`src/rtl/core/plid_pkg.sv`:
```
// ----------------------------------------------------------------------------
// plid_pkg
// Shared types and constants for the positional list insert/delete block.
// ----------------------------------------------------------------------------
package plid_pkg;

  // list geometry
  localparam int LIST_DEPTH = 16;
  localparam int CNT_W      = $clog2(LIST_DEPTH + 1);
  localparam int IDX_W      = $clog2(LIST_DEPTH);

  // command queue between front and back
  localparam int Q_DEPTH = 2;
  localparam int Q_AW    = $clog2(Q_DEPTH);

  // operation codes of the input word
  typedef enum logic [2:0] {
    OP_NONE     = 3'd0,
    OP_INS_HEAD = 3'd1,
    OP_INS_TAIL = 3'd2,
    OP_INS_POS  = 3'd3,
    OP_DEL_HEAD = 3'd4,
    OP_DEL_TAIL = 3'd5,
    OP_DEL_POS  = 3'd6
  } op_code_t;

  // status carried on every result of an item
  typedef enum logic [1:0] {
    ST_DONE   = 2'd0,
    ST_BADPOS = 2'd1,
    ST_FULL   = 2'd2
  } status_t;

  // decoded command kind and target place
  typedef enum logic [1:0] {
    CMD_NOP,
    CMD_INS,
    CMD_DEL
  } kind_t;

  typedef enum logic [1:0] {
    AT_HEAD,
    AT_TAIL,
    AT_POS
  } where_t;

  // input word
  typedef struct packed {
    op_code_t           operation;
    logic signed [31:0] value;
    logic [4:0]         position;
  } op_word_t;

  // result word
  typedef struct packed {
    logic signed [31:0] element;
    logic [3:0]         element_index;
    status_t            status;
    logic               list_empty;
    logic               last;
  } result_word_t;

  // classified command held in the queue
  typedef struct packed {
    kind_t              kind;
    where_t             where;
    logic signed [31:0] value;
    logic [4:0]         position;
  } cmd_t;

  // back-end back-end state
  typedef enum logic {
    S_IDLE,
    S_DUMP
  } back_state_t;

endpackage

```
`src/rtl/core/plid_front.sv`:
```
// ----------------------------------------------------------------------------
// plid_front
// Accepts operation words and classifies them into queue commands.
// ----------------------------------------------------------------------------
module plid_front
  import plid_pkg::*;
(
  input  logic     start,
  input  op_word_t cmd,
  input  logic     q_full,
  output logic     busy,
  output logic     push,
  output cmd_t     push_cmd
);

  // hold off new words while the queue has no room
  assign busy = q_full;
  assign push = start && !q_full;

  // decode operation code into kind and target place
  always_comb begin
    push_cmd.value    = cmd.value;
    push_cmd.position = cmd.position;
    push_cmd.kind     = CMD_NOP;
    push_cmd.where    = AT_HEAD;
    unique case (cmd.operation)
      OP_INS_HEAD: begin
        push_cmd.kind  = CMD_INS;
        push_cmd.where = AT_HEAD;
      end
      OP_INS_TAIL: begin
        push_cmd.kind  = CMD_INS;
        push_cmd.where = AT_TAIL;
      end
      OP_INS_POS: begin
        push_cmd.kind  = CMD_INS;
        push_cmd.where = AT_POS;
      end
      OP_DEL_HEAD: begin
        push_cmd.kind  = CMD_DEL;
        push_cmd.where = AT_HEAD;
      end
      OP_DEL_TAIL: begin
        push_cmd.kind  = CMD_DEL;
        push_cmd.where = AT_TAIL;
      end
      OP_DEL_POS: begin
        push_cmd.kind  = CMD_DEL;
        push_cmd.where = AT_POS;
      end
      default: begin
        push_cmd.kind  = CMD_NOP;
        push_cmd.where = AT_HEAD;
      end
    endcase
  end

endmodule

```
`src/rtl/core/plid_fifo.sv`:
```
// ----------------------------------------------------------------------------
// plid_fifo
// Short command queue between the front and back parts.
// ----------------------------------------------------------------------------
module plid_fifo
  import plid_pkg::*;
(
  input  logic clk,
  input  logic rst,
  input  logic push,
  input  cmd_t push_cmd,
  input  logic pop,
  output logic full,
  output logic valid,
  output cmd_t head
);

  cmd_t            slots [Q_DEPTH];
  logic [Q_AW-1:0] wr_ptr;
  logic [Q_AW-1:0] rd_ptr;
  logic [Q_AW:0]   fill;

  assign full  = (fill == (Q_AW+1)'(Q_DEPTH));
  assign valid = (fill != '0);
  assign head  = slots[rd_ptr];

  // pointers and fill level
  always_ff @(posedge clk) begin
    if (rst) begin
      wr_ptr <= '0;
      rd_ptr <= '0;
      fill   <= '0;
    end else begin
      if (push) wr_ptr <= wr_ptr + 1'b1;
      if (pop)  rd_ptr <= rd_ptr + 1'b1;
      if (push && !pop)      fill <= fill + 1'b1;
      else if (pop && !push) fill <= fill - 1'b1;
    end
  end

  // payload slots
  always_ff @(posedge clk) begin
    if (push) slots[wr_ptr] <= push_cmd;
  end

endmodule

```
`src/rtl/core/plid_back.sv`:
```
// ----------------------------------------------------------------------------
// plid_back
// Applies queued commands to the list cells and dumps the list.
// ----------------------------------------------------------------------------
module plid_back
  import plid_pkg::*;
(
  input  logic         clk,
  input  logic         rst,
  input  logic         q_valid,
  input  cmd_t         q_cmd,
  output logic         q_pop,
  output logic         result_valid,
  output result_word_t result
);

  logic signed [31:0] cells [LIST_DEPTH];
  logic [CNT_W-1:0]   count;
  logic [CNT_W-1:0]   count_next;
  logic [IDX_W-1:0]   k;
  status_t            status;
  status_t            status_next;
  back_state_t        state;
  back_state_t        state_next;

  logic             do_ins;
  logic             do_del;
  logic [CNT_W-1:0] op_pos;
  logic             emit;
  logic             dump_last;

  // next state, command checks and dump control
  always_comb begin
    state_next  = state;
    q_pop       = 1'b0;
    do_ins      = 1'b0;
    do_del      = 1'b0;
    op_pos      = '0;
    count_next  = count;
    status_next = status;
    emit        = 1'b0;
    dump_last   = (count == '0) || ((CNT_W'(k) + 1'b1) == count);
    unique case (state)
      S_IDLE: begin
        if (q_valid) begin
          q_pop       = 1'b1;
          status_next = ST_DONE;
          state_next  = S_DUMP;
          case (q_cmd.kind)
            CMD_INS: begin
              case (q_cmd.where)
                AT_TAIL: op_pos = count;
                AT_POS:  op_pos = CNT_W'(q_cmd.position);
                default: op_pos = '0;
              endcase
              if (q_cmd.where == AT_POS && 32'(q_cmd.position) > 32'(count)) begin
                status_next = ST_BADPOS;
              end else if (count == CNT_W'(LIST_DEPTH)) begin
                status_next = ST_FULL;
              end else begin
                do_ins     = 1'b1;
                count_next = count + 1'b1;
              end
            end
            CMD_DEL: begin
              case (q_cmd.where)
                AT_TAIL: op_pos = count - 1'b1;
                AT_POS:  op_pos = CNT_W'(q_cmd.position);
                default: op_pos = '0;
              endcase
              if (q_cmd.where == AT_POS) begin
                if (32'(q_cmd.position) >= 32'(count)) begin
                  status_next = ST_BADPOS;
                end else begin
                  do_del     = 1'b1;
                  count_next = count - 1'b1;
                end
              end else if (count != '0) begin
                do_del     = 1'b1;
                count_next = count - 1'b1;
              end
            end
            default: ;
          endcase
        end
      end
      S_DUMP: begin
        emit = 1'b1;
        if (dump_last) state_next = S_IDLE;
      end
      default: state_next = S_IDLE;
    endcase
  end

  // control registers
  always_ff @(posedge clk) begin
    if (rst) begin
      state        <= S_IDLE;
      count        <= '0;
      status       <= ST_DONE;
      k            <= '0;
      result_valid <= 1'b0;
    end else begin
      state        <= state_next;
      count        <= count_next;
      status       <= status_next;
      result_valid <= emit;
      if (state == S_IDLE)  k <= '0;
      else if (!dump_last)  k <= k + 1'b1;
    end
  end

  // list cells shift on insert or delete; insert writes the place
  always_ff @(posedge clk) begin
    for (int i = 0; i < LIST_DEPTH; i++) begin
      if (do_ins) begin
        if (CNT_W'(i) == op_pos)     cells[i] <= q_cmd.value;
        else if (CNT_W'(i) > op_pos) cells[i] <= cells[(i > 0) ? i - 1 : 0];
      end else if (do_del) begin
        if (CNT_W'(i) >= op_pos && i < LIST_DEPTH - 1)
          cells[i] <= cells[(i < LIST_DEPTH - 1) ? i + 1 : i];
      end
    end
  end

  // registered result word
  always_ff @(posedge clk) begin
    if (emit) begin
      result.element       <= (count == '0) ? 32'sd0 : cells[k];
      result.element_index <= 4'(k);
      result.status        <= status;
      result.list_empty    <= (count == '0);
      result.last          <= dump_last;
    end
  end

endmodule

```
`src/rtl/core/positional_list_insert_delete_top.sv`:
```
// ----------------------------------------------------------------------------
// positional_list_insert_delete_top
// Ordered list of signed 32-bit values with positional insert and delete.
// ----------------------------------------------------------------------------
// Usage:
//   Drive cmd and raise start; the word is taken at a clock edge where start
//   is high and busy is low. busy is high only while the two-entry command
//   queue is full, so two words can be taken back to back.
//   Each word updates the list in the back part, then the whole
//   list is dumped on result, one element per cycle from the head, each
//   marked by result_valid for exactly one cycle, the final one with last.
//   An empty list gives one word with list_empty set.
//   A word taken while the back part is idle passes the command queue and
//   is applied to the list at the next edge; its first result then comes
//   out of the result register. The back part takes the next queued word
//   only once the dump of the last one has ended and it is idle again.
//   The receiver cannot hold results off; it must take every word shown.
//   Reset (rst, synchronous) empties the list and the queue.
// ----------------------------------------------------------------------------
module positional_list_insert_delete_top
  import plid_pkg::*;
(
  input  logic         clk,
  input  logic         rst,
  input  logic         start,
  input  op_word_t     cmd,
  output logic         busy,
  output logic         result_valid,
  output result_word_t result
);

  logic push;
  cmd_t push_cmd;
  logic q_full;
  logic q_valid;
  logic q_pop;
  cmd_t q_head;

  plid_front u_front (
    .start    (start),
    .cmd      (cmd),
    .q_full   (q_full),
    .busy     (busy),
    .push     (push),
    .push_cmd (push_cmd)
  );

  plid_fifo u_fifo (
    .clk      (clk),
    .rst      (rst),
    .push     (push),
    .push_cmd (push_cmd),
    .pop      (q_pop),
    .full     (q_full),
    .valid    (q_valid),
    .head     (q_head)
  );

  plid_back u_back (
    .clk          (clk),
    .rst          (rst),
    .q_valid      (q_valid),
    .q_cmd        (q_head),
    .q_pop        (q_pop),
    .result_valid (result_valid),
    .result       (result)
  );

endmodule

```
`config.mk`:
```
export PLATFORM = sky130hd
export DESIGN_NAME = positional_list_insert_delete_top
export DESIGN_NICKNAME = d
export VERILOG_FILES = /design/src/rtl/core/plid_pkg.sv /design/src/rtl/core/plid_front.sv /design/src/rtl/core/plid_fifo.sv /design/src/rtl/core/plid_back.sv /design/src/rtl/core/positional_list_insert_delete_top.sv
export SDC_FILE = /design/constraint.sdc
export NUM_CORES = 2
export LEC_CHECK = 0
export ABC_AREA = 1
export ABC_CLOCK_PERIOD_IN_PS = 5900
export BUFFER_PORTS_ARGS = -buffer_cell sky130_fd_sc_hd__buf_4
export CAP_MARGIN = 20
export CORE_ASPECT_RATIO = 0.7
export CORE_UTILIZATION = 45
export CTS_CLUSTER_DIAMETER = 150
export DETAILED_ROUTE_END_ITERATION = 12
export GPL_ROUTABILITY_DRIVEN = 0
export HOLD_SLACK_MARGIN = 0.1
export PLACE_DENSITY = 0.57
export SYNTH_ARGS = -nofsm -noshare
export SYNTH_HDL_FRONTEND = slang
export SYNTH_HIERARCHICAL = 1
export SYNTH_SLANG_ARGS = --single-unit
```
`constraint.sdc`:
```
create_clock -name clk -period 5.9 [get_ports clk]
set_input_delay 0.59 -clock clk [delete_from_list [all_inputs] [get_ports clk]]
set_output_delay 0.59 -clock clk [all_outputs]
set_load 0.03 [all_outputs]
```
### Word level (Yosys, flattened, before mapping)

Memory sizes are Yosys's and may differ from the RTL's. A register that Yosys moved wholly into a read port is not among the register bits.
Index checks and enable logic that the tools add are counted.

| cells by class | value |
|---|---|
| add/sub/neg operators | 8 |
| $lt $le $gt $ge | 33 |
| eq/ne operators | 32 |
| multiplexer cells | 242 |
| bitwise operators | 32 |
| reductions and logical operators | 17 |

Operator list:

| operator | number |
|---|---|
| 2-to-1 mux 32 bit | 31 |
| 2-to-1 mux 1 bit | 192 |
| == test 4 x 5 -> 1 bit, first input constant | 8 |
| greater-than comparator 4 x 5 -> 1 bit, first input constant | 8 |
| case mux 5 bit (2 select lines) | 4 |
| greater-or-equal comparator 4 x 5 -> 1 bit, first input constant | 7 |
| 2-to-1 mux 5 bit | 7 |
| OR 1 bit | 31 |
| case mux 4 bit (6 select lines) | 1 |
| == test 3 x 5 -> 1 bit, first input constant | 4 |
| greater-or-equal comparator 3 x 5 -> 1 bit, first input constant | 4 |
| greater-than comparator 3 x 5 -> 1 bit, first input constant | 4 |
| == test 2 x 5 -> 1 bit, first input constant | 2 |
| greater-or-equal comparator 1 x 5 -> 1 bit, first input constant | 2 |
| greater-or-equal comparator 2 x 5 -> 1 bit, first input constant | 2 |
| greater-than comparator 1 x 5 -> 1 bit, first input constant | 2 |
| greater-than comparator 2 x 5 -> 1 bit, first input constant | 2 |
| logical NOT 5 bit | 2 |
| 2-to-1 mux 2 bit | 5 |
| == test 3 bit, second input constant | 3 |
| AND reduction 7 bit | 1 |
| == test 2 bit, second input constant | 3 |
| == test 3 x 2 -> 1 bit, second input constant | 2 |
| nonzero test 2 bit | 3 |
| 26 further kinds | 34 |

| word-level totals | value |
|---|---|
| bits in registers | 25 |
| memory bits (writable) | 594 |
| memories | 2 |

Memory list:

| memory | depth | width | read ports | clocked after Yosys merged registers in | wr ports | line | text |
|---|---|---|---|---|---|---|---|
| u_back.cells | 16 | 32 | 17 | 1 | 16 | plid_back.sv:17 | `logic signed [31:0] cells [LIST_DEPTH];` |
| u_fifo.slots | 2 | 41 | 1 | 1 | 1 | plid_fifo.sv:18 | `cmd_t slots [Q_DEPTH];` |

### Logic depth before layout (Yosys ltp)

| depth | value |
|---|---|
| depth after elaboration | 12 |
| mapped depth | 21 |
| mapped depth without buffers | 18 |

### Hierarchy

Netlist, hierarchy kept.

Modules (own cells, without submodules):

| module | times used | cells an instance | area each (um2) | sequential area each (um2) |
|---|---|---|---|---|
| plid_back | 1 | 4,407 | 34,209.1 | 16,836.1 |
| plid_fifo | 1 | 161 | 3,392.0 | 2,562.5 |
| plid_front | 1 | 51 | 345.3 | 0.0 |

### Worst setup path before layout

OpenSTA, ideal clock, no wires.

| timing path | value |
|---|---|
| path kind | register to register |
| start point | reg u_back.state |
| end point | mem u_back.cells[2][0] (enable) |
| library setup time | 466 ps |
| data arrival time | 4,699 ps |
| data required time | 5,434 ps |
| path slack | 736 ps |
| stages on the path, launching flop included | 12 |
| path buffers | 1 |
| period minus slack after synthesis | 5,164 ps |
| cell sequence | dfxtp_1 -> inv_1 -> nand2_1 -> nor2_4 -> o21ai_4 -> inv_2 -> nand2_2 -> nand2_2 -> inv_2 -> nand2_1 -> clkbuf_1 -> o21ai_0 |

RTL lines:

| element | line | text |
|---|---|---|
| start: declaration | plid_back.sv:23 | `back_state_t state;` |
| start signal: assignment | plid_back.sv:104 | `state <= state_next;` |
| end: declaration | plid_back.sv:17 |  |

==> metrics <==
post-synth cell types=39; Die X=349 um; #FFs+latches synth=between 600 and 700; syn_area_per_cell=8.22 um2; cts repair resizes=0; Die H=roughly 240 um; pre-CTS setup slack=1.13 ns; endpoints failing hold=0; Ports=85; initial core utilization=a little under half; area of the core=82900 um2; Worst Path Arrival=5.12 ns; CP Launch Type=flop; Hold Path Class=input port to flop; Syn Std Cell Area=approximately 38000 um2; standard-cell rows=88; Post-synth EDFFs=634; total global routing overflow=0; CTS Hold Buffers Added=0; LEAKAGE=16.7 nW; WS Path Type=flop to flop; # port buffers=84; hpwl dp=83.8 mm; CTS tree=yes; worst slew pin tran=roughly 1 ns; Area contributors post-synth=edfxtp_1 50%, nand2_1 14%, o21ai_0 5.9%; setup total negative slack=0 ns; fin area=41400 um2; Req. time, crit path=6.17 ns; Clock Skews=around 0.022 ns; final worst setup slack=about 1.0 ns; first-pass GRT wire length=193 mm; vias=around 34000; fin cells=5629; most frequent CP cell=buf_4; Gate power share=39.8%; NetSw=0.00932 W; path depth of the worst reg2reg path=14; share of the synthesized area in the top cell type=50.2%; FMAX=206 MHz; synth cell count leaders=1368 x nand2_1, 634 x edfxtp_1, 447 x o21ai_0; hold path cells=1; CTS H-Tree Depth=3; Root Driver=clkbuf_16; dpl cells=~5500; vias in the first global route=~31000; RSZ-0062 raised after global routing=no; CP max FO=65; Synth area leader=edfxtp_1; Setup Fix Bufs, Post-CTS=0; CTS buffer count=70; total track usage=29.3%; number of nets in the layout=4507; DRC Markers=0; Worst-path clk slew=0.07 ns; Mapped Cells=between 4000 and 5000; final period utilization=82.3%; VDD IR max=332 uV; largest net degree at the start of global routing=169; Slew Limit Fails=0; WL/cell=22.6 um; CP endpoint kind=flop; final setup violating endpoints=0; share of cells above drive strength 1=8.86%; Pre-antenna DRT Iters=8; Clock Power Share=a little over a fifth; main flop type after synthesis=edfxtp_1; Tmin final=between 4 and 5 ns; CTS Buffer Depth=3; final wirelength=127 mm; clk_lat worst skew=approximately 0.64 ns; Internal=0.0130 W; slowest stage delay, CP=0.70 ns; Antenna Cells=0; asr flop ratio synth=0%; worst path cell trace=mux2_4 > inv_1 > ha_1 > inv_1 > nor2_1 > nand4_1 > nor2_4 > buf_4 > nand2_2 > nor2_4 > buf_4 > nand2_1 > o21ai_4 > buf_4; initial antenna violation count=0; Reg power frac=~39%; syn nets=4675; CP max stage cell=dfxtp_2; ANT nets after route=0; maxcap violations=0; top-count cell post-synth=nand2_1; DP Area=just under 40000 um2; Sw Ratio=a little over two fifths; drt initial violations=3784; sequential area share after synthesis=51.1%; YS warnings=6; relative slew slack=about a third; PD cells=approximately 540 nW/um2; die area=85500 um2; Layout area overhead=8.97%; Via density=5.96; clk sinks=652; WHS=0.141 ns; outcome=finished clean
[area by class of cell]
| type | count | area (um2) |
|---|---|---|
| Sequential cell | 652 | 19400 |
| Multi-Input combinational cell | 3271 | 15700 |
| Clock buffer | 91 | 2010 |
| Timing Repair Buffer | 165 | 1410 |
| Clock inverter | 34 | 344 |
| Tap cell | 1125 | 1410 |
| Fill cell | 7988 | 41600 |
| Inverter | 291 | 1100 |
[state kept, by name, indices dropped and copies added, names as in the netlist, named ones only]
signal,count
u_back/cells,512
u_fifo/slots,82
u_back/result,40
u_back/count,5
u_back/k,4
u_back/status,2
u_fifo/fill,2
u_back/result_valid,1
u_back/state,1
u_fifo/rd_ptr,1
u_fifo/wr_ptr,1
[power groups by stage]
stage	Clock [W]	Sequential (W)	Combinational (W)
finish	0.00466	0.00876	0.00886
detailed placement	0	0.00880	0.00869
global placement	0	0.00885	0.00851
CTS	0.00473	0.00874	0.00874
floorplan	0	0.00860	0.00582
global route	0.00491	0.00892	0.00976
[cells by family (layout without fill, tap and decap cells)]
family / after synthesis / after routing / share of synthesized area [%]
AO/OA/AOI/OAI: 974 / 974 / 14.3
XOR/XNOR: 7 / 7 / 0.162
adder cells (fa/ha/maj): 13 / 13 / 0.429
buffers and inverters: 696 / 581 / 7.94
flip-flops: 652 / 652 / 51.1
multiplexers: 41 / 41 / 1.61
AND/OR/NAND/NOR: 2236 / 2236 / 24.4
[worst paths after layout]
path / startpoint / slack, ns / to
hold reg to reg: u_back/status[0] / 0.44 / u_back/result[2]
hold / removal: cmd[22] / 0.14 / u_fifo/slots[0][22]
setup / recovery: flop / 1.05 / u_back/cells[2][27]
setup reg to reg: flop / 1.05 / u_back/cells[2][27]
[critical path, delay by kind of cell (launching register included)]
kind / cells / cell delay (ns)
DFF: 1 / 0.70
adders and majority gates: 1 / 0.33
buffers and inverters: 5 / 1.69
and+or+nand+nor: 6 / 1.21
muxes: 1 / 0.36
AOI/OAI and AO/OA: 1 / 0.14
[layer usage]
layer  wire, um  global-route usage (%)  vias up
met2      57500                    45.7     1605
met1      55400                    42.5    16300
met3      10100                    3.14      221
met5          0                       0        -
met4       3960                    9.96        0
li1           -                       -    15400
[metrics by stage]
| stage | power [W] | utilization [%] |
|---|---|---|
| after floorplan | 0.0144 | - |
| after global placement | 0.0174 | 46.8 |
| after detailed placement | 0.0175 | 47.0 |
| after CTS | 0.0222 | 49.8 |
| after global routing | 0.0236 | 49.9 |
| final | 0.0223 | 49.9 |
[cell usage in the layout (no fill, tap or decap), types with 6 or more instances in the layout]
master / synthesis / final
nand2_1: 1368 / 1349
edfxtp_1: 634 / 634
o21ai_0: 447 / 445
nand3_1: 424 / 421
nor2_1: 346 / 344
inv_1: 267 / 264
o21ai_1: 191 / 191
buf_4: 47 / 154
a21oi_1: 150 / 149
o211ai_1: 96 / 96
clkbuf_16: 0 / 76
o221ai_1: 68 / 68
nand3b_1: 63 / 63
mux2_4: 40 / 40
nand2_2: 11 / 30
inv_2: 21 / 21
o22ai_1: 15 / 15
clkinv_2: 0 / 14
ha_1: 13 / 13
dfxtp_1: 18 / 13
clkinv_1: 3 / 10
clkbuf_1: 210 / 10
nor2_4: 4 / 9
nand4_1: 7 / 7
bufinv_16: 0 / 6
buf_12: 4 / 6
(Power assumes the default switching activity.)
